--- src/design/cgl_pkg.sv ---
// Shared constants, types and helpers for the colour gradient lookup.
package cgl_pkg;

	localparam int MaxStops = 6;
	localparam int MaxSteps = 1024;
	localparam int IdxW     = 32;
	localparam int StepW    = $clog2(MaxSteps) + 1;
	localparam int PosW     = $clog2(MaxSteps);
	localparam int RemW     = $clog2((MaxStops - 1) * MaxSteps);
	localparam int CntW     = 3;
	localparam int SegW     = 3;
	localparam int ChW      = 8;
	localparam int NumCh    = 3;
	localparam int ColW     = NumCh * ChW;
	localparam int RegIdxW  = 3;
	localparam int VW       = ChW + PosW;
	localparam int DivW     = PosW + ChW - 1;

	typedef enum logic [RegIdxW-1:0] {
		REG_STOP_COUNT = 3'd0,
		REG_STEPS      = 3'd1,
		REG_STOP_A     = 3'd2,
		REG_STOP_B     = 3'd3,
		REG_STOP_C     = 3'd4,
		REG_STOP_D     = 3'd5,
		REG_STOP_E     = 3'd6,
		REG_STOP_F     = 3'd7
	} reg_idx_t;

	typedef logic [MaxStops-1:0][ColW-1:0] stops_t;
	typedef logic [NumCh-1:0][VW-1:0]      vec_t;
	typedef logic [NumCh-1:0][ChW-1:0]     quo_t;

	typedef struct packed {
		logic [RemW-1:0]  total;
		logic [StepW-1:0] n;
		logic [RemW-1:0]  n2;
		logic [RemW-1:0]  n3;
		logic [RemW-1:0]  n4;
		logic [PosW-1:0]  den;
		logic             one_step;
	} geom_t;

	function automatic geom_t geom_of(input logic [CntW-1:0] cnt, input logic [StepW-1:0] steps);
		logic [CntW-1:0]  sc;
		logic [StepW-1:0] nc;
		logic [RemW-1:0]  nw;
		geom_t            g;
		if (cnt < CntW'(2)) sc = CntW'(2);
		else if (cnt > CntW'(MaxStops)) sc = CntW'(MaxStops);
		else sc = cnt;
		if (steps == '0) nc = StepW'(1);
		else if (steps > StepW'(MaxSteps)) nc = StepW'(MaxSteps);
		else nc = steps;
		nw         = RemW'(nc);
		g.total    = RemW'(RemW'(sc - CntW'(1)) * nw);
		g.n        = nc;
		g.n2       = RemW'(nw << 1);
		g.n3       = RemW'((nw << 1) + nw);
		g.n4       = RemW'(nw << 2);
		g.den      = PosW'(nc - StepW'(1));
		g.one_step = (nc == StepW'(1));
		return g;
	endfunction

endpackage

--- src/design/cgl_if.sv ---
// Channel interfaces: configuration writes, index requests, colour results.
interface cgl_cfg_if;
	logic                        valid;
	logic                        ready;
	logic [cgl_pkg::RegIdxW-1:0] index;
	logic [cgl_pkg::ColW-1:0]    data;
	modport source(output valid, index, data, input ready);
	modport sink(input valid, index, data, output ready);
endinterface

interface cgl_in_if;
	logic                     valid;
	logic                     ready;
	logic [cgl_pkg::IdxW-1:0] color_index;
	modport source(output valid, color_index, input ready);
	modport sink(input valid, color_index, output ready);
endinterface

interface cgl_out_if;
	logic                    valid;
	logic                    ready;
	logic [cgl_pkg::ChW-1:0] red;
	logic [cgl_pkg::ChW-1:0] green;
	logic [cgl_pkg::ChW-1:0] blue;
	modport source(output valid, red, green, blue, input ready);
	modport sink(input valid, red, green, blue, output ready);
endinterface

--- src/design/color_gradient_lookup.sv ---
// Top level: configuration registers and the chain of wrap, split, mix and divide cells.
//
//  port   dir  moves           payload
//  cfg    in   register write  index[2:0], data[23:0]
//  pixel  in   index request   color_index[31:0]
//  color  out  rgb result      red, green, blue [7:0]
//
// One request per cycle unless color stalls; the chain is 32 wrap cells (one index bit each),
// the segment split, the mix stage and 8 divide cells (one quotient bit each).
// Every cell holds one request with its own valid flag; a stall at color backs up
// cell by cell, so bubbles close and intake stops only once every cell is full.
// Reset clears the cell valid flags and loads the register reset values.
module color_gradient_lookup import cgl_pkg::*; (
	input logic      clk,
	input logic      arst_n,
	cgl_cfg_if.sink  cfg,
	cgl_in_if.sink   pixel,
	cgl_out_if.source color
);
	localparam int ModCells = IdxW;
	localparam int DivCells = ChW;

	logic [CntW-1:0]  stop_count_q;
	logic [StepW-1:0] steps_q;
	stops_t           stops_q;
	geom_t            geom;

	assign cfg.ready = 1'b1;

	always_ff @(posedge clk or negedge arst_n) begin
		if (!arst_n) begin
			stop_count_q <= CntW'(2);
			steps_q      <= StepW'(256);
			stops_q      <= {{(MaxStops-2){ColW'(0)}}, {ColW{1'b1}}, ColW'(0)};
		end else if (cfg.valid) begin
			unique case (reg_idx_t'(cfg.index))
				REG_STOP_COUNT: stop_count_q <= cfg.data[CntW-1:0];
				REG_STEPS:      steps_q      <= cfg.data[StepW-1:0];
				REG_STOP_A:     stops_q[0]   <= cfg.data;
				REG_STOP_B:     stops_q[1]   <= cfg.data;
				REG_STOP_C:     stops_q[2]   <= cfg.data;
				REG_STOP_D:     stops_q[3]   <= cfg.data;
				REG_STOP_E:     stops_q[4]   <= cfg.data;
				REG_STOP_F:     stops_q[5]   <= cfg.data;
				default: ;
			endcase
		end
	end

	assign geom = geom_of(stop_count_q, steps_q);

	logic [ModCells:0]           m_valid;
	logic [ModCells:0]           m_ready;
	logic [ModCells:0][IdxW-1:0] m_idx;
	logic [ModCells:0][RemW-1:0] m_rem;

	assign m_valid[0]  = pixel.valid;
	assign pixel.ready = m_ready[0];
	assign m_idx[0]    = pixel.color_index;
	assign m_rem[0]    = '0;

	for (genvar k = 0; k < ModCells; k++) begin : g_mod
		cgl_mod_cell u_cell (
			.clk     (clk),
			.arst_n  (arst_n),
			.geom    (geom),
			.up_valid(m_valid[k]),
			.up_ready(m_ready[k]),
			.up_idx  (m_idx[k]),
			.up_rem  (m_rem[k]),
			.dn_valid(m_valid[k+1]),
			.dn_ready(m_ready[k+1]),
			.dn_idx  (m_idx[k+1]),
			.dn_rem  (m_rem[k+1])
		);
	end

	logic            s_valid;
	logic            s_ready;
	logic [PosW-1:0] s_pos;
	logic [ColW-1:0] s_c1;
	logic [ColW-1:0] s_c2;

	cgl_seg u_seg (
		.clk     (clk),
		.arst_n  (arst_n),
		.geom    (geom),
		.stops   (stops_q),
		.up_valid(m_valid[ModCells]),
		.up_ready(m_ready[ModCells]),
		.up_rem  (m_rem[ModCells]),
		.dn_valid(s_valid),
		.dn_ready(s_ready),
		.dn_pos  (s_pos),
		.dn_c1   (s_c1),
		.dn_c2   (s_c2)
	);

	logic [DivCells:0]           d_valid;
	logic [DivCells:0]           d_ready;
	vec_t [DivCells:0]           d_r;
	quo_t [DivCells:0]           d_q;
	logic [DivCells:0][ColW-1:0] d_c1;

	assign d_q[0] = '0;

	cgl_mix u_mix (
		.clk     (clk),
		.arst_n  (arst_n),
		.geom    (geom),
		.up_valid(s_valid),
		.up_ready(s_ready),
		.up_pos  (s_pos),
		.up_c1   (s_c1),
		.up_c2   (s_c2),
		.dn_valid(d_valid[0]),
		.dn_ready(d_ready[0]),
		.dn_v    (d_r[0]),
		.dn_c1   (d_c1[0])
	);

	for (genvar k = 0; k < DivCells; k++) begin : g_div
		cgl_div_cell u_cell (
			.clk     (clk),
			.arst_n  (arst_n),
			.geom    (geom),
			.up_valid(d_valid[k]),
			.up_ready(d_ready[k]),
			.up_r    (d_r[k]),
			.up_q    (d_q[k]),
			.up_c1   (d_c1[k]),
			.dn_valid(d_valid[k+1]),
			.dn_ready(d_ready[k+1]),
			.dn_r    (d_r[k+1]),
			.dn_q    (d_q[k+1]),
			.dn_c1   (d_c1[k+1])
		);
	end

	assign color.valid       = d_valid[DivCells];
	assign d_ready[DivCells] = color.ready;
	assign color.red   = geom.one_step ? d_c1[DivCells][2*ChW +: ChW] : d_q[DivCells][2];
	assign color.green = geom.one_step ? d_c1[DivCells][ChW +: ChW]   : d_q[DivCells][1];
	assign color.blue  = geom.one_step ? d_c1[DivCells][0 +: ChW]     : d_q[DivCells][0];
endmodule

--- src/design/cgl_mod_cell.sv ---
// One bit of the index wrap: shift in an index bit, subtract the length if it fits.
module cgl_mod_cell import cgl_pkg::*; (
	input  logic            clk,
	input  logic            arst_n,
	input  geom_t           geom,
	input  logic            up_valid,
	output logic            up_ready,
	input  logic [IdxW-1:0] up_idx,
	input  logic [RemW-1:0] up_rem,
	output logic            dn_valid,
	input  logic            dn_ready,
	output logic [IdxW-1:0] dn_idx,
	output logic [RemW-1:0] dn_rem
);
	logic [RemW:0]   trial;
	logic [RemW:0]   nxt;
	logic            valid_q;
	logic [IdxW-1:0] idx_q;
	logic [RemW-1:0] rem_q;

	assign up_ready = !valid_q || dn_ready;
	assign trial    = {up_rem, up_idx[IdxW-1]};
	assign nxt      = (trial >= {1'b0, geom.total}) ? trial - {1'b0, geom.total} : trial;

	always_ff @(posedge clk or negedge arst_n) begin
		if (!arst_n) begin
			valid_q <= 1'b0;
		end else if (up_ready) begin
			valid_q <= up_valid;
		end
	end

	always_ff @(posedge clk) begin
		if (up_ready && up_valid) begin
			idx_q <= {up_idx[IdxW-2:0], 1'b0};
			rem_q <= nxt[RemW-1:0];
		end
	end

	assign dn_valid = valid_q;
	assign dn_idx   = idx_q;
	assign dn_rem   = rem_q;
endmodule

--- src/design/cgl_seg.sv ---
// Segment split: picks the stop pair and the position inside the segment.
module cgl_seg import cgl_pkg::*; (
	input  logic            clk,
	input  logic            arst_n,
	input  geom_t           geom,
	input  stops_t          stops,
	input  logic            up_valid,
	output logic            up_ready,
	input  logic [RemW-1:0] up_rem,
	output logic            dn_valid,
	input  logic            dn_ready,
	output logic [PosW-1:0] dn_pos,
	output logic [ColW-1:0] dn_c1,
	output logic [ColW-1:0] dn_c2
);
	logic [SegW-1:0] seg;
	logic [SegW-1:0] seg_nx;
	logic [RemW-1:0] base;
	logic [RemW-1:0] pos_w;
	logic            valid_q;
	logic [PosW-1:0] pos_q;
	logic [ColW-1:0] c1_q;
	logic [ColW-1:0] c2_q;

	always_comb begin
		priority if (up_rem >= geom.n4) begin
			seg  = SegW'(4);
			base = geom.n4;
		end else if (up_rem >= geom.n3) begin
			seg  = SegW'(3);
			base = geom.n3;
		end else if (up_rem >= geom.n2) begin
			seg  = SegW'(2);
			base = geom.n2;
		end else if (up_rem >= RemW'(geom.n)) begin
			seg  = SegW'(1);
			base = RemW'(geom.n);
		end else begin
			seg  = SegW'(0);
			base = '0;
		end
	end

	assign seg_nx   = seg + SegW'(1);
	assign pos_w    = up_rem - base;
	assign up_ready = !valid_q || dn_ready;

	always_ff @(posedge clk or negedge arst_n) begin
		if (!arst_n) begin
			valid_q <= 1'b0;
		end else if (up_ready) begin
			valid_q <= up_valid;
		end
	end

	always_ff @(posedge clk) begin
		if (up_ready && up_valid) begin
			pos_q <= pos_w[PosW-1:0];
			c1_q  <= stops[seg];
			c2_q  <= stops[seg_nx];
		end
	end

	assign dn_valid = valid_q;
	assign dn_pos   = pos_q;
	assign dn_c1    = c1_q;
	assign dn_c2    = c2_q;
endmodule

--- src/design/cgl_mix.sv ---
// Weighted sum of the two stops, one small product pair per channel.
module cgl_mix import cgl_pkg::*; (
	input  logic            clk,
	input  logic            arst_n,
	input  geom_t           geom,
	input  logic            up_valid,
	output logic            up_ready,
	input  logic [PosW-1:0] up_pos,
	input  logic [ColW-1:0] up_c1,
	input  logic [ColW-1:0] up_c2,
	output logic            dn_valid,
	input  logic            dn_ready,
	output vec_t            dn_v,
	output logic [ColW-1:0] dn_c1
);
	logic [PosW-1:0] w1;
	vec_t            v;
	logic            valid_q;
	vec_t            v_q;
	logic [ColW-1:0] c1_q;

	assign w1       = geom.den - up_pos;
	assign up_ready = !valid_q || dn_ready;

	always_comb begin
		for (int ch = 0; ch < NumCh; ch++) begin
			v[ch] = VW'(up_c1[ch*ChW +: ChW]) * VW'(w1) + VW'(up_c2[ch*ChW +: ChW]) * VW'(up_pos);
		end
	end

	always_ff @(posedge clk or negedge arst_n) begin
		if (!arst_n) begin
			valid_q <= 1'b0;
		end else if (up_ready) begin
			valid_q <= up_valid;
		end
	end

	always_ff @(posedge clk) begin
		if (up_ready && up_valid) begin
			v_q  <= v;
			c1_q <= up_c1;
		end
	end

	assign dn_valid = valid_q;
	assign dn_v     = v_q;
	assign dn_c1    = c1_q;
endmodule

--- src/design/cgl_div_cell.sv ---
// One quotient bit of the divide by steps-1, all three channels side by side.
module cgl_div_cell import cgl_pkg::*; (
	input  logic            clk,
	input  logic            arst_n,
	input  geom_t           geom,
	input  logic            up_valid,
	output logic            up_ready,
	input  vec_t            up_r,
	input  quo_t            up_q,
	input  logic [ColW-1:0] up_c1,
	output logic            dn_valid,
	input  logic            dn_ready,
	output vec_t            dn_r,
	output quo_t            dn_q,
	output logic [ColW-1:0] dn_c1
);
	logic [DivW-1:0] dvs;
	vec_t            r_nx;
	quo_t            q_nx;
	logic [VW-1:0]   diff;
	logic            ge;
	logic            valid_q;
	vec_t            r_q;
	quo_t            q_q;
	logic [ColW-1:0] c1_q;

	assign dvs      = {geom.den, {(ChW-1){1'b0}}};
	assign up_ready = !valid_q || dn_ready;

	always_comb begin
		for (int ch = 0; ch < NumCh; ch++) begin
			ge       = up_r[ch] >= VW'(dvs);
			diff     = ge ? up_r[ch] - VW'(dvs) : up_r[ch];
			r_nx[ch] = {diff[VW-2:0], 1'b0};
			q_nx[ch] = {up_q[ch][ChW-2:0], ge};
		end
	end

	always_ff @(posedge clk or negedge arst_n) begin
		if (!arst_n) begin
			valid_q <= 1'b0;
		end else if (up_ready) begin
			valid_q <= up_valid;
		end
	end

	always_ff @(posedge clk) begin
		if (up_ready && up_valid) begin
			r_q  <= r_nx;
			q_q  <= q_nx;
			c1_q <= up_c1;
		end
	end

	assign dn_valid = valid_q;
	assign dn_r     = r_q;
	assign dn_q     = q_q;
	assign dn_c1    = c1_q;
endmodule
--- src/flat_wrapper.sv ---
// flat-port wrapper written by rule: the top's interface ports become plain ports
module color_gradient_lookup_flat import cgl_pkg::*;
  (clk, arst_n, cfg_valid, cfg_index, cfg_data, cfg_ready, pixel_valid, pixel_color_index, pixel_ready, color_valid, color_red, color_green, color_blue, color_ready);
  cgl_cfg_if cfg_i ();
  cgl_in_if pixel_i ();
  cgl_out_if color_i ();
  input logic clk;
  input logic arst_n;
  input wire logic [$bits(cfg_i.valid)-1:0] cfg_valid;
  input wire logic [$bits(cfg_i.index)-1:0] cfg_index;
  input wire logic [$bits(cfg_i.data)-1:0] cfg_data;
  output wire logic [$bits(cfg_i.ready)-1:0] cfg_ready;
  input wire logic [$bits(pixel_i.valid)-1:0] pixel_valid;
  input wire logic [$bits(pixel_i.color_index)-1:0] pixel_color_index;
  output wire logic [$bits(pixel_i.ready)-1:0] pixel_ready;
  output wire logic [$bits(color_i.valid)-1:0] color_valid;
  output wire logic [$bits(color_i.red)-1:0] color_red;
  output wire logic [$bits(color_i.green)-1:0] color_green;
  output wire logic [$bits(color_i.blue)-1:0] color_blue;
  input wire logic [$bits(color_i.ready)-1:0] color_ready;
  assign cfg_i.valid = cfg_valid;
  assign cfg_i.index = cfg_index;
  assign cfg_i.data = cfg_data;
  assign cfg_ready = cfg_i.ready;
  assign pixel_i.valid = pixel_valid;
  assign pixel_i.color_index = pixel_color_index;
  assign pixel_ready = pixel_i.ready;
  assign color_valid = color_i.valid;
  assign color_red = color_i.red;
  assign color_green = color_i.green;
  assign color_blue = color_i.blue;
  assign color_i.ready = color_ready;
  color_gradient_lookup u_core (.clk(clk), .arst_n(arst_n), .cfg(cfg_i), .pixel(pixel_i), .color(color_i));
endmodule
--- config.mk ---
export PLATFORM = sky130hd
export DESIGN_NAME = color_gradient_lookup_flat
export DESIGN_NICKNAME = d
export VERILOG_FILES = /design/src/design/cgl_pkg.sv /design/src/design/cgl_if.sv /design/src/design/color_gradient_lookup.sv /design/src/design/cgl_mod_cell.sv /design/src/design/cgl_seg.sv /design/src/design/cgl_mix.sv /design/src/design/cgl_div_cell.sv /design/src/flat_wrapper.sv
export SDC_FILE = /design/constraint.sdc
export NUM_CORES = 2
export LEC_CHECK = 0
export BUFFER_PORTS_ARGS = -buffer_cell sky130_fd_sc_hd__buf_2
export CAP_MARGIN = 5
export CORE_MARGIN = 5
export CORE_UTILIZATION = 50
export CTS_BUF_LIST = sky130_fd_sc_hd__clkbuf_4 sky130_fd_sc_hd__clkbuf_8
export CTS_CLUSTER_SIZE = 40
export DETAILED_ROUTE_END_ITERATION = 8
export PLACE_DENSITY = 0.67
export SYNTH_ARGS = -nofsm -noshare
export SYNTH_HDL_FRONTEND = slang
export SYNTH_SLANG_ARGS = --single-unit
export TNS_END_PERCENT = 20
--- constraint.sdc ---
create_clock -name clk -period 23.8 [get_ports clk]
set_input_delay 2.38 -clock clk [delete_from_list [all_inputs] [get_ports clk]]
set_output_delay 2.38 -clock clk [all_outputs]
set_load 0.005 [all_outputs]
# Yosys cells after proc, flatten, opt, wreduce, memory -nomap -nowiden
# Cells that the tools add are included.
# classes
order_cmp	65
mul	7
mux	72
n_addsub	62
n_reduce_logical	136
eq_ne	8
# ops
operator	n
14-bit by 13-bit >= comparator with 1-bit output	31
18-bit by 17-bit >= comparator with 1-bit output	24
13-bit two-way mux	31
13-bit subtractor	31
17-bit two-way mux	21
17-bit subtractor	21
24-bit binary-select mux with 3-bit select	2
8-bit by 10-bit multiplier with 18-bit output	6
18-bit adder	3
24-bit two-way mux	2
1-bit logical AND	42
1-bit zero test	42
1-bit logical OR	42
10-bit two-way mux	4
13-bit >= comparator	2
8-bit two-way mux	3
11-bit two-way mux	2
10-bit subtractor	2
2-bit AND reduction	8
12-bit by 11-bit adder with 13-bit output	1
1-bit by 13-bit >= comparator with 1-bit output	1
13-bit by 11-bit >= comparator with 1-bit output	1
13-bit by 12-bit >= comparator with 1-bit output	1
13-bit by 11-bit multiplier with 13-bit output	1
17 further kinds	26
# totals
reg_bits	1905
output_inout_bits	27
in_bits	64
word_cells	542

# Logic depth before layout (Yosys ltp)
# depth
word_depth	44
mapped_depth	36
mapped_depth_nobuf	35

# Cells and area by module
# Synthesis repeated with hierarchy kept, for this count alone.
# hier_totals
cells_unflattened	10997
area_unflattened_um2	143976.8
# by_module_without_submodules
mod	area_each_um2	n_inst	seq_area_each_um2	cells_per_inst
cgl_mod_cell at u_core.g_mod[0].u_cell ...	2264.7	28	1346.3	156
cgl_div_cell	4792.1	8	2997.9	334
cgl_mix	18969.4	1	2367.3	2012
cgl_mod_cell at u_core.g_mod[6].u_cell ...	2303.5	4	1346.3	168
color_gradient_lookup	8236.6	1	3986.3	624
cgl_seg	5809.3	1	1766.7	649

# Worst setup path after synthesis
# Ideal clock, no wire load.
# synth_path
path_kind	reg2reg
from	reg u_core.steps_q[10]
to	reg u_core.u_mix.v_q, in the netlist u_core.u_mix.dn_v[35] (data pin)
t_arrival_ns	9.747
required_time_ns	23.540
synth_period_minus_slack_ns	10.007
stages_incl_launch_ff	35
slack_ns	13.793
setup_time_ns	0.260
path_buffers	2
path_cell_list	dfrtp_1 > inv_1 > clkbuf_1 > nand2_1 > ha_1 > inv_1 > fa_1 > nor2b_1 > o21ai_0 > a21boi_0 > o21a_1 > o21ai_0 > nand2b_1 > a21oi_1 > buf_2 > mux2_2 > fa_1 > fa_1 > inv_1 > fa_1 > inv_1 > fa_1 > inv_1 > fa_1 > inv_1 > fa_1 > inv_1 > ha_1 > and2_1 > o311a_1 > a2111oi_0 > nor3_1 > a211oi_1 > a21oi_1 > xnor2_1
# synth_rtl
item	line_no	text
from (decl)	color_gradient_lookup.sv:24	logic [StepW-1:0] steps_q;
from (signal assigned)	color_gradient_lookup.sv:33	steps_q <= StepW'(256);
from (signal assigned)	color_gradient_lookup.sv:38	REG_STEPS: steps_q <= cfg.data[StepW-1:0];
to (signal assigned)	cgl_mix.sv:41	v_q <= v;
to (decl)	cgl_mix.sv:19	vec_t v_q;

==> results.sh <==
export IMPL_status="complete, no violations"
export IMPL_max_stage_delay_ps=530
export IMPL_crit_type="flop to flop"
export IMPL_syn_area_sq_mm=0.113
export IMPL_hp_class="flop to flop"
export IMPL_cts_root_buf="clkbuf_8"
export IMPL_place_area_sq_mm=0.118
export IMPL_pin_count=91
export IMPL_clock_sinks=1842
export IMPL_clk_latency_ps=1060
export IMPL_drv_cap=0
export IMPL_synth_area_leader_cell="edfxtp_1"
export IMPL_final_setup_tns_ps=0
export IMPL_asyncSetResetFlopFracSynth=0.109
export IMPL_cts_inserted_buffers=319
export IMPL_fp_row_count=174
export IMPL_yosys_top_cells_area="edfxtp_1 44%, ha_1 11%, fa_1 8.3%, mux2_2 4.9%, dfrtp_1 3.8%"
export IMPL_clkTransAtPathRegs_ps=60
export IMPL_setup_viol=0
export IMPL_dp_hpwl_um=172000
export IMPL_fin_crit_ps=10050
export IMPL_initialDrtViolationCount=4680
export IMPL_nNetsFinal=11342
export IMPL_die_area_sq_mm=0.236
export IMPL_arrival_ps=10760
export IMPL_wl_per_cell_um=18.9
export IMPL_slew_headroom=0.202
export IMPL_synth_edf_count=1642
export IMPL_drt_wl_total_um=247000
export IMPL_required_ps=24510
export IMPL_grt_max_degree=146
export IMPL_synth_flop_cell="edfxtp_1"
export IMPL_firstDrtPassIters=6
export IMPL_final_antenna_net_count=0
export IMPL_dieHeight_um=486
export IMPL_post_cts_setup_buffers=0
export IMPL_coreArea_sq_mm=0.225
export IMPL_synth_warning_count=0
export IMPL_yosysSeqAreaShare=0.480
export IMPL_synth_distinct_cells=93
export IMPL_rsz0062_at_grt="no"
export IMPL_finalMaxSlewViolations=0
export IMPL_stdcell_area_sq_mm=0.124
export IMPL_h_tree_depth=5
export IMPL_critical_path_slowest_cell="fa_1"
export IMPL_end_kind="flop"
export IMPL_drc=0
export IMPL_grt_ovfl_total=0
export IMPL_synth_top_area_frac=0.436
export IMPL_gp_congestion=0.897
export IMPL_fmax_mhz=99.5
export IMPL_drive_above_1_share=0.136
export IMPL_io_buffers=89
export IMPL_crit_path_start_kind="flop"
export IMPL_die_w_um=486
export IMPL_path_max_fanout=28
export IMPL_clock_skew_ps=85.1
export IMPL_synth_avg_cell_area_sq_um=11.9
export IMPL_cts_tree="done"
export IMPL_grt_antenna_before_repair=11
export IMPL_ctsResizeCount=0
export IMPL_worst_pin_slew_ps=1190
export IMPL_ys_ff_latch=1842
export IMPL_vias=73216
export IMPL_start_util=0.503
export IMPL_synth_cells=9504
export IMPL_cts_hold_buf=0
export IMPL_worst_path_most_repeated_cell="fa_1"
export IMPL_grt_pass1_vias=74748
export IMPL_grt_pass1_wl_um=398000
export IMPL_hold_viol=0
export IMPL_syn2layout_area_growth_pct=9.76
export IMPL_grt_usage=0.208
export IMPL_avgViaCountPerCell=5.60
export IMPL_clock_path_buffers=4
export IMPL_post_route_period_util=0.422
## stage by stage
stage                     utilization  hold WS [ps]  std cells  setup WS [ps]
after floorplan                     -           400       9533          13790
after global routing            0.552           383      13073          13060
after detailed placement        0.524           405      12520          13780
after CTS                       0.552           370      13071          13730
after global placement          0.524           400      12520          14040
final                           0.552           372      13073          13750
## cells by family after synthesis
group | share of synthesized area
AOI/OAI and AO/OA | 0.0884
xor gates and xnor gates | 0.0415
adders and majority gates | 0.189
buffers and inverters | 0.0361
DFF | 0.480
muxes | 0.0586
other | 0.0000664
and+or+nand+nor | 0.106
## registers in the layout, summed over array words and instances (netlist names)
| name | count |
|---|---|
| u_core.u_mix.dn_valid | 1 |
| u_core.u_mix.dn_v | 54 |
| u_core.u_seg.dn_pos | 10 |
| u_core.g_mod.u_cell.dn_rem | 416 |
| u_core.g_div.u_cell.dn_q | 108 |
| u_core.g_mod.u_cell.dn_idx | 496 |
| u_core.u_seg.dn_c1 | 24 |
| u_core.g_div.u_cell.dn_valid | 8 |
| u_core.g_mod.u_cell.dn_valid | 32 |
| u_core.g_div.u_cell.dn_c1 | 192 |
| u_core.stops_q | 144 |
| u_core.u_mix.dn_c1 | 24 |
| u_core.stop_count_q | 3 |
| u_core.u_seg.dn_valid | 1 |
| u_core.u_seg.dn_c2 | 24 |
| u_core.g_div.u_cell.dn_r | 294 |
| u_core.steps_q | 11 |
## synth_stat cells, types with 53 or more instances
cell,instances
nand2_1,552
nand4_1,139
ha_1,959
xnor2_1,292
or3_1,85
nand3_1,85
a21o_1,208
fa_1,470
xor2_1,244
and2_1,250
clkbuf_1,176
edfxtp_1,1642
nor3_1,234
inv_1,841
nor2_1,614
dfrtp_1,174
o21a_1,53
a21oi_1,690
mux2_2,489
o21ai_0,290
nor2b_1,152
nand2b_1,110
mux2i_1,106
## critical path, delay by kind of cell (launching register included)
kind | cells | cell delay, ps
and+or+nand+nor | 5 | 960
buffers and inverters | 9 | 1580
xor gates and xnor gates | 1 | 140
adders and majority gates | 9 | 4210
muxes | 1 | 400
DFF | 1 | 500
AOI/OAI and AO/OA | 9 | 1950
## layout make-up
class / instances / area (sq um)
clock inverters: 132 / 1110
well taps: 2992 / 3740
multi-input cells: 6625 / 55200
clock buffers: 419 / 5220
inverters: 843 / 3170
repair buffers: 218 / 1420
flip-flops and latches: 1842 / 54300
diodes: 2 / 5.00
fillers: 18696 / 101000
## final timing paths
path                                                    start                                 end  slack (ps)  cells after the start
setup / recovery                           u_core.steps_q[10]               u_core.u_mix.dn_v[17]       13750                     34
min in group asynchronous                              arst_n                  u_core.stops_q[68]        1520                      1
hold reg to reg            u_core.g_mod[17].u_cell.dn_idx[25]  u_core.g_mod[18].u_cell.dn_idx[26]         370                      0
hold / removal             u_core.g_mod[17].u_cell.dn_idx[25]  u_core.g_mod[18].u_cell.dn_idx[26]         370                      0
setup reg to reg                           u_core.steps_q[10]               u_core.u_mix.dn_v[17]       13750                     34
max in group asynchronous                              arst_n     u_core.g_mod[0].u_cell.dn_valid       20660                      2
## per-layer routing
layer  global-route usage  vias to the layer above  wire, um
met5                    0                        -        51
met4               0.0660                        8      6980
met3               0.0308                      486     13500
met2                0.333                     1974    112000
met1                0.296                    35896    115000
li1                     -                    34852         -
## cells in the final DEF (no fill, tap or decap), types with 109 or more instances in the layout
master / Yosys / layout
and2_1: 250 / 243
nand2_1: 552 / 552
nand4_1: 139 / 139
xnor2_1: 292 / 282
nand2b_1: 110 / 109
a21o_1: 208 / 208
xor2_1: 244 / 240
nor2_1: 614 / 611
clkbuf_8: 0 / 332
buf_4: 2 / 129
nor3_1: 234 / 233
inv_1: 841 / 835
a21oi_1: 690 / 688
o21ai_0: 290 / 290
ha_1: 959 / 959
fa_1: 470 / 470
edfxtp_1: 1642 / 1642
nor2b_1: 152 / 140
dfrtp_1: 174 / 174
mux2_2: 489 / 489
Power is not shown: default switching activity piles up to over one toggle a cycle in this logic, so the estimate is an artifact.
